## src/hw/rtl/matrix_inverse_4x4_defines.svh

```systemverilog
// assertion macros used by the matrix inverse rtl
`ifndef MATRIX_INVERSE_4X4_DEFINES_SVH
`define MATRIX_INVERSE_4X4_DEFINES_SVH

// same-cycle implication, sampled on clk, off during reset
`define MI4_ASSERT_NOW(label, ante, cons, msg) \
  label: assert property (@(posedge clk) disable iff (rst) (ante) |-> (cons)) else $error(msg);

// next-cycle implication, sampled on clk, off during reset
`define MI4_ASSERT_NEXT(label, ante, cons, msg) \
  label: assert property (@(posedge clk) disable iff (rst) (ante) |=> (cons)) else $error(msg);

`endif

```

## src/hw/rtl/mi4_pkg.sv

```systemverilog
package mi4_pkg;

  localparam int TOL_BITS = 31;
  localparam int IDX_BITS = 4;

  typedef enum logic [1:0] {
    SRC_ELEM,
    SRC_MINOR,
    SRC_COF
  } src_t;

  typedef enum logic [1:0] {
    TGT_MINOR,
    TGT_COF,
    TGT_DET
  } tgt_t;

  typedef enum logic [1:0] {
    OP_LOAD,
    OP_ADD,
    OP_SUB
  } acc_op_t;

  typedef struct packed {
    logic                mat_we;
    logic [IDX_BITS-1:0] mat_waddr;
    logic [IDX_BITS-1:0] mat_raddr;
    logic [IDX_BITS-1:0] cof_raddr;
    logic [IDX_BITS-1:0] cof_waddr;
    logic                cof_we;
    logic                cof_neg;
    src_t                mcand_src;
    logic                ld_mcand;
    logic                ld_mplier;
    logic                mul_step;
    tgt_t                acc_tgt;
    acc_op_t             acc_op;
    logic                acc_en;
    logic                abs_en;
    logic                div_load;
    logic                div_num;
    logic                div_chk;
    logic                div_step;
    logic                div_fin;
    logic                sing_out;
  } cmd_t;

  typedef struct packed {
    logic mul_last;
    logic div_last;
    logic sing;
  } status_t;

  // address of minor element (n, m) of the 3x3 submatrix for cofactor idx
  function automatic logic [IDX_BITS-1:0] elem_addr(input logic [IDX_BITS-1:0] idx,
                                                    input logic [1:0] n,
                                                    input logic [1:0] m);
    logic [1:0] rr;
    logic [1:0] cc;
    rr = (n >= idx[3:2]) ? n + 2'd1 : n;
    cc = (m >= idx[1:0]) ? m + 2'd1 : m;
    return {rr, cc};
  endfunction

  // adjugate is the transposed cofactor matrix
  function automatic logic [IDX_BITS-1:0] transpose_idx(input logic [IDX_BITS-1:0] idx);
    return {idx[1:0], idx[3:2]};
  endfunction

endpackage

```

## src/hw/rtl/mi4_ctrl.sv

```systemverilog
`include "matrix_inverse_4x4_defines.svh"

module mi4_ctrl (
  input  logic                          clk,
  input  logic                          rst,
  input  logic                          start,
  output logic                          busy,
  output mi4_pkg::cmd_t                 cmd,
  input  mi4_pkg::status_t              status,
  output logic                          strobe,
  output logic [mi4_pkg::IDX_BITS-1:0]  inv_index,
  output logic                          singular,
  output logic                          last
);

  import mi4_pkg::*;

  typedef enum logic [3:0] {
    S_LOAD,
    S_RD_A,
    S_RD_B,
    S_LD_B,
    S_MUL,
    S_ACC,
    S_COF_WR,
    S_ABS,
    S_TOL,
    S_DIV_RD,
    S_DIV_LD,
    S_DIV_NUM,
    S_DIV_CHK,
    S_DIV_IT,
    S_DIV_FIN
  } state_t;

  state_t              state;
  logic [IDX_BITS-1:0] load_cnt;
  logic [IDX_BITS-1:0] idx;
  logic [1:0]          k;
  logic                p;
  tgt_t                tgt;

  logic                accept;
  logic [1:0]          col_x;
  logic [1:0]          col_y;
  logic [IDX_BITS-1:0] addr_a;
  logic [IDX_BITS-1:0] addr_b;
  logic                div_phase;

  assign busy   = state != S_LOAD;
  assign accept = start && !busy;

  // the two minor columns left over once term column k is removed
  assign col_x = (k == 2'd0) ? 2'd1 : 2'd0;
  assign col_y = (k == 2'd2) ? 2'd1 : 2'd2;

  assign div_phase = (state == S_DIV_RD) || (state == S_DIV_LD);

  always_comb begin
    cmd           = '0;
    cmd.mat_we    = accept;
    cmd.mat_waddr = load_cnt;
    cmd.cof_waddr = idx;
    cmd.cof_neg   = idx[2] ^ idx[0];
    cmd.acc_tgt   = tgt;
    addr_a        = elem_addr(idx, 2'd1, p ? col_y : col_x);
    case (tgt)
      TGT_MINOR: begin
        addr_b        = elem_addr(idx, 2'd2, p ? col_x : col_y);
        cmd.mcand_src = SRC_ELEM;
        cmd.acc_op    = p ? OP_SUB : OP_LOAD;
      end
      TGT_COF: begin
        addr_b        = elem_addr(idx, 2'd0, k);
        cmd.mcand_src = SRC_MINOR;
        cmd.acc_op    = (k == 2'd0) ? OP_LOAD : ((k == 2'd1) ? OP_SUB : OP_ADD);
      end
      TGT_DET: begin
        addr_b        = idx;
        cmd.mcand_src = SRC_COF;
        cmd.acc_op    = (idx == '0) ? OP_LOAD : OP_ADD;
      end
      default: begin
        addr_b        = idx;
        cmd.mcand_src = SRC_ELEM;
        cmd.acc_op    = OP_LOAD;
      end
    endcase
    cmd.mat_raddr = (state == S_RD_A) ? addr_a : addr_b;
    cmd.cof_raddr = div_phase ? transpose_idx(idx) : idx;
    cmd.ld_mcand  = state == S_RD_B;
    cmd.ld_mplier = state == S_LD_B;
    cmd.mul_step  = state == S_MUL;
    cmd.acc_en    = state == S_ACC;
    cmd.cof_we    = state == S_COF_WR;
    cmd.abs_en    = state == S_ABS;
    cmd.sing_out  = (state == S_TOL) && status.sing;
    cmd.div_load  = state == S_DIV_LD;
    cmd.div_num   = state == S_DIV_NUM;
    cmd.div_chk   = state == S_DIV_CHK;
    cmd.div_step  = state == S_DIV_IT;
    cmd.div_fin   = state == S_DIV_FIN;
  end

  always_ff @(posedge clk) begin
    if (rst) begin
      state     <= S_LOAD;
      load_cnt  <= '0;
      idx       <= '0;
      k         <= '0;
      p         <= 1'b0;
      tgt       <= TGT_MINOR;
      strobe    <= 1'b0;
      inv_index <= '0;
      singular  <= 1'b0;
      last      <= 1'b0;
    end else begin
      strobe <= 1'b0;
      case (state)
        S_LOAD: begin
          if (accept) begin
            load_cnt <= load_cnt + IDX_BITS'(1);
            if (load_cnt == '1) begin
              state <= S_RD_A;
              idx   <= '0;
              k     <= '0;
              p     <= 1'b0;
              tgt   <= TGT_MINOR;
            end
          end
        end
        S_RD_A: state <= S_RD_B;
        S_RD_B: state <= S_LD_B;
        S_LD_B: state <= S_MUL;
        S_MUL: begin
          if (status.mul_last) begin
            state <= S_ACC;
          end
        end
        S_ACC: begin
          state <= S_RD_A;
          case (tgt)
            TGT_MINOR: begin
              if (p) begin
                p   <= 1'b0;
                tgt <= TGT_COF;
              end else begin
                p <= 1'b1;
              end
            end
            TGT_COF: begin
              tgt <= TGT_MINOR;
              if (k == 2'd2) begin
                k     <= '0;
                state <= S_COF_WR;
              end else begin
                k <= k + 2'd1;
              end
            end
            TGT_DET: begin
              if (idx == IDX_BITS'(3)) begin
                idx   <= '0;
                state <= S_ABS;
              end else begin
                idx <= idx + IDX_BITS'(1);
              end
            end
            default: state <= S_LOAD;
          endcase
        end
        S_COF_WR: begin
          state <= S_RD_A;
          idx   <= idx + IDX_BITS'(1);
          if (idx == '1) begin
            tgt <= TGT_DET;
          end
        end
        S_ABS: state <= S_TOL;
        S_TOL: begin
          if (status.sing) begin
            strobe    <= 1'b1;
            inv_index <= '0;
            singular  <= 1'b1;
            last      <= 1'b1;
            state     <= S_LOAD;
          end else begin
            idx   <= '0;
            state <= S_DIV_RD;
          end
        end
        S_DIV_RD:  state <= S_DIV_LD;
        S_DIV_LD:  state <= S_DIV_NUM;
        S_DIV_NUM: state <= S_DIV_CHK;
        S_DIV_CHK: state <= S_DIV_IT;
        S_DIV_IT: begin
          if (status.div_last) begin
            state <= S_DIV_FIN;
          end
        end
        S_DIV_FIN: begin
          strobe    <= 1'b1;
          inv_index <= idx;
          singular  <= 1'b0;
          last      <= idx == '1;
          idx       <= idx + IDX_BITS'(1);
          state     <= (idx == '1) ? S_LOAD : S_DIV_RD;
        end
        default: state <= S_LOAD;
      endcase
    end
  end

  `MI4_ASSERT_NOW(a_sing_is_last, strobe && singular, last, "singular word not marked last")
  `MI4_ASSERT_NEXT(a_strobe_pulse, strobe, !strobe, "result strobe held two cycles")
  `MI4_ASSERT_NEXT(a_full_goes_busy, accept && (load_cnt == '1), busy,
                   "sixteenth element did not start the computation")
  `MI4_ASSERT_NEXT(a_last_frees, strobe && last, !busy, "still busy after the last word")
  `MI4_ASSERT_NEXT(a_mid_stays_busy, strobe && !last, busy, "idle before the last word")

endmodule
```

## config.mk

```make
export PLATFORM = sky130hd
export DESIGN_NAME = mi4_ctrl
export DESIGN_NICKNAME = d
export VERILOG_FILES = /design/src/hw/rtl/mi4_pkg.sv /design/src/hw/rtl/mi4_ctrl.sv
export VERILOG_INCLUDE_DIRS = /design/src /design/src/hw/rtl
export SDC_FILE = /design/constraint.sdc
export NUM_CORES = 1
export LEC_CHECK = 0
export BUFFER_PORTS_ARGS = -buffer_cell sky130_fd_sc_hd__buf_2
export CAP_MARGIN = 20
export CORE_AREA = 2 2 64 81
export CTS_CLUSTER_SIZE = 25
export DETAILED_ROUTE_END_ITERATION = 6
export DIE_AREA = 0 0 66 83
export REMOVE_ABC_BUFFERS = 1
export SLEW_MARGIN = 30
export SYNTH_ARGS = -nofsm -noshare
export SYNTH_HDL_FRONTEND = slang
export SYNTH_SLANG_ARGS = --single-unit
```

## constraint.sdc

```tcl
create_clock -name clk -period 2.7 [get_ports clk]
set_input_delay 0.27 -clock clk [delete_from_list [all_inputs] [get_ports clk]]
set_output_delay 0.27 -clock clk [all_outputs]
set_load 0.05 [all_outputs]
```

==> impl_metrics.ini <==
[detailed_routing]
vias = 1910
drt_iter0_markers = 49
viasPerCell = 5.34
drt_first_pass_iters = 4
drtAntennaViolNets = 0
route.detailed.drc = 0
routed_wl_um = 5050
drt-wirelength-per-cell_um = 14.1

[global_route]
gr-usage-met2_pct = 28.9
busiest_layer = met2
grt_pass1_vias = 1718
met1_usage_pct = 24.2
track_usage_pct = 17.9
grt.overflow.total = 0
grt_max_degree = 27
antenna_found_initial = 0
grt_use_met3_pct = 2.17
grt_pass1_wl_um = 8020

[synthesis]
yosysTopAreaCellShare_pct = 26.1
yosys-top-cells-count = a21oi_1, nor2_1, dfxtp_1
netlist.top_cell.by_area = dfxtp_1
syn_area_mm2 = 0.00184
ys_seq_area_share_pct = 26.1
syn_inst = 250
synthDistinctLibCells = 47
synth-edff-count = 0
synthArstFlopShare_pct = 0
yosys_warnings = 0
netlist_top_cells_area = dfxtp_1, ha_1, a21oi_1
avgSynthCellArea_um2 = 7.36
ys_ff_latch = 24
synth_most_common_cell = a21oi_1
synth_top_flop_cell = dfxtp_1

[timing]
fin_skew_ns = 0.00255
tightest_slew_ns = 0.679
period_needed_ns = 2.68
drv_slew = 0
fmax_mhz = 373
hold_viol = 0
final-setup-viol-count = 0
tns_ns = 0
finalCritPeriodShare_pct = 99.3
maxSlewHeadroom_pct = 54.7

[floorplan]
ios = 50
die_w_um = 66
die_area_mm2 = 0.00548
core-area_mm2 = 0.00469
rows = 28
fp.dieH_um = 83
start_util_pct = 39.2

[worst_setup_path]
startpoint = k[0]
crit_required_ns = 2.43
start_kind = flip-flop
criticalPathCategory = flip-flop to output pin
critical_path.cell_chain = clkinvlp_4 > ha_2 > nor2_1 > ha_1 > a21oi_4 > xnor2_1 > and2_1 > a31oi_1 > buf_4
timing.rr.start = state[2]
cp_num_buf_inv = 2
arrival_ns = 2.41
end_kind = output pin
critPathMaxStageDelay_ns = 0.40
crit_family = adder cells
path_max_fanout = 6
critPathSlowestCell = dfxtp_4

[clock_tree]
cts_hold_buf = 0
path_clk_slew_ns = 0.09
cts_max_level = 1
clk-insertion-delay-late_ns = 0.27
cts_root_buf = clkbuf_8
cts_buffers = 3
cts_tree = done
clock_sinks = 24
clockBufferDepth = 2

[power]
p_comb_share_pct = 5.5
leakage_nw = 0.991
peakVddDrop_mv = 0.248
clkPwrFrac_pct = 45.0
p_sw_mw = 0.160
seqPwrFrac_pct = 49.6
swShare_pct = 22.0
intPower_mw = 0.566
p_per_area_mw_per_mm2 = 314

[place]
numPortBuffers = 49
globalplace.congestion = 0.825
dpl.hpwl_um = 3560

[cells_and_area]
multi_input_area_mm2 = 0.00126
seq_area_um2 = 485
diodes = 0
drive_above_1_share_pct = 28.2
nFillCells = 494
area_delta_synth_final_pct = 25.6
nets = 318
final_core_util_pct = 49.2

[job]
drv_cap = 0

[hold_path]
holdCritPathClass = input port to flip-flop
hold_start = status[1]

[status]
outcome = finished, final reports clean
[power groups by stage]
| stage | Sequential (mW) | Combinational, mW | Clock, mW |
|---|---|---|---|
| final | 0.360 | 0.0396 | 0.326 |
| after global routing | 0.360 | 0.0436 | 0.342 |
| after CTS | 0.361 | 0.0402 | 0.331 |
| after detailed placement | 0.369 | 0.0403 | 0 |
| after global placement | 0.369 | 0.0398 | 0 |
| after floorplan | 0.380 | 0.0127 | 0 |
[final cells by class]
cell class                      count  share of cell area [%]
Clock inverter                      1                    1.30
Tap cell                           60                    3.25
Multi-Input combinational cell    192                    54.7
Timing Repair Buffer               63                    15.4
Clock buffer                        3                    1.79
Inverter                           15                    2.60
Sequential cell                    24                    21.0
[timing repair]
item | CTS | global route
buffers inserted | 1 | 4
gates resized for setup | 5 | 11
endpoints found under the setup margin | 2 | 2
pin swaps | 0 | 4
[worst paths after layout]
path / to / slack [ns] / cells past startpoint
worst min register to register: singular / 0.46 / 2
worst max register to register: idx[1] / 0.61 / 6
worst max-delay path: cmd[27] / 0.02 / 9
worst min-delay path: state[0] / 0.26 / 3
[tightest hold or removal path: stages]
cell	delay (ns)
buf_2	0.08
or3_1	0.09
a21oi_1	0.05
[cell usage in the layout (no fill, tap or decap), drive strengths merged, types with 4 or more instances in the layout]
cell    netlist  routed
ha           13      13
nand3        11      11
buf           9      63
o21ai        14      14
nand2b        9       9
dfxtp        24      24
or3           5       5
nor3          8       8
a211oi        4       4
xnor2         4       4
nand2        23      23
inv          13      12
a21oi        27      27
nor2b         4       4
nor2         26      26
a31oi         4       4
xor2          4       4
mux2i         4       4
nand4         4       4
[routing by layer]
metal / wire, µm / part of all wire (%)
met1: 2340 / 46
met2: 2430 / 48
met3: 172 / 3.4
met4: 103 / 2.0
met5: 0 / 0
[state kept, by name, summed over array words and instances (netlist names)]
signal and cells:
idx 4, inv_index 4, k 2, last 1, load_cnt 4, p 1, singular 1, state 4
strobe 1, tgt 2
[cells by family (layout without fill, tap and decap cells)]
logic type	after synthesis	in the layout	synth area share (%)
and+or+nand+nor	102	102	29.2
muxes	6	6	3.40
xor gates and xnor gates	8	8	3.81
AOI/OAI and AO/OA	63	63	20.5
buffers and inverters	34	82	8.16
adders and majority gates	13	13	8.84
DFF	24	24	26.1
[through the flow]
step / hold WS (ns) / cell area, µm² / cells / power (mW) / worst slack (ns)
final: 0.264 / 2310 / 358 / 0.725 / 0.0181
after global routing: 0.295 / 2310 / 358 / 0.746 / -0.0858
after CTS: 0.269 / 2220 / 354 / 0.732 / 0.0385
after detailed placement: 0.451 / 2130 / 349 / 0.409 / 0.156
after global placement: 0.448 / 2130 / 349 / 0.409 / 0.234
after floorplan: 0.339 / 1750 / 231 / 0.393 / -0.397
Note: power is estimated with default switching activity, not from simulation.
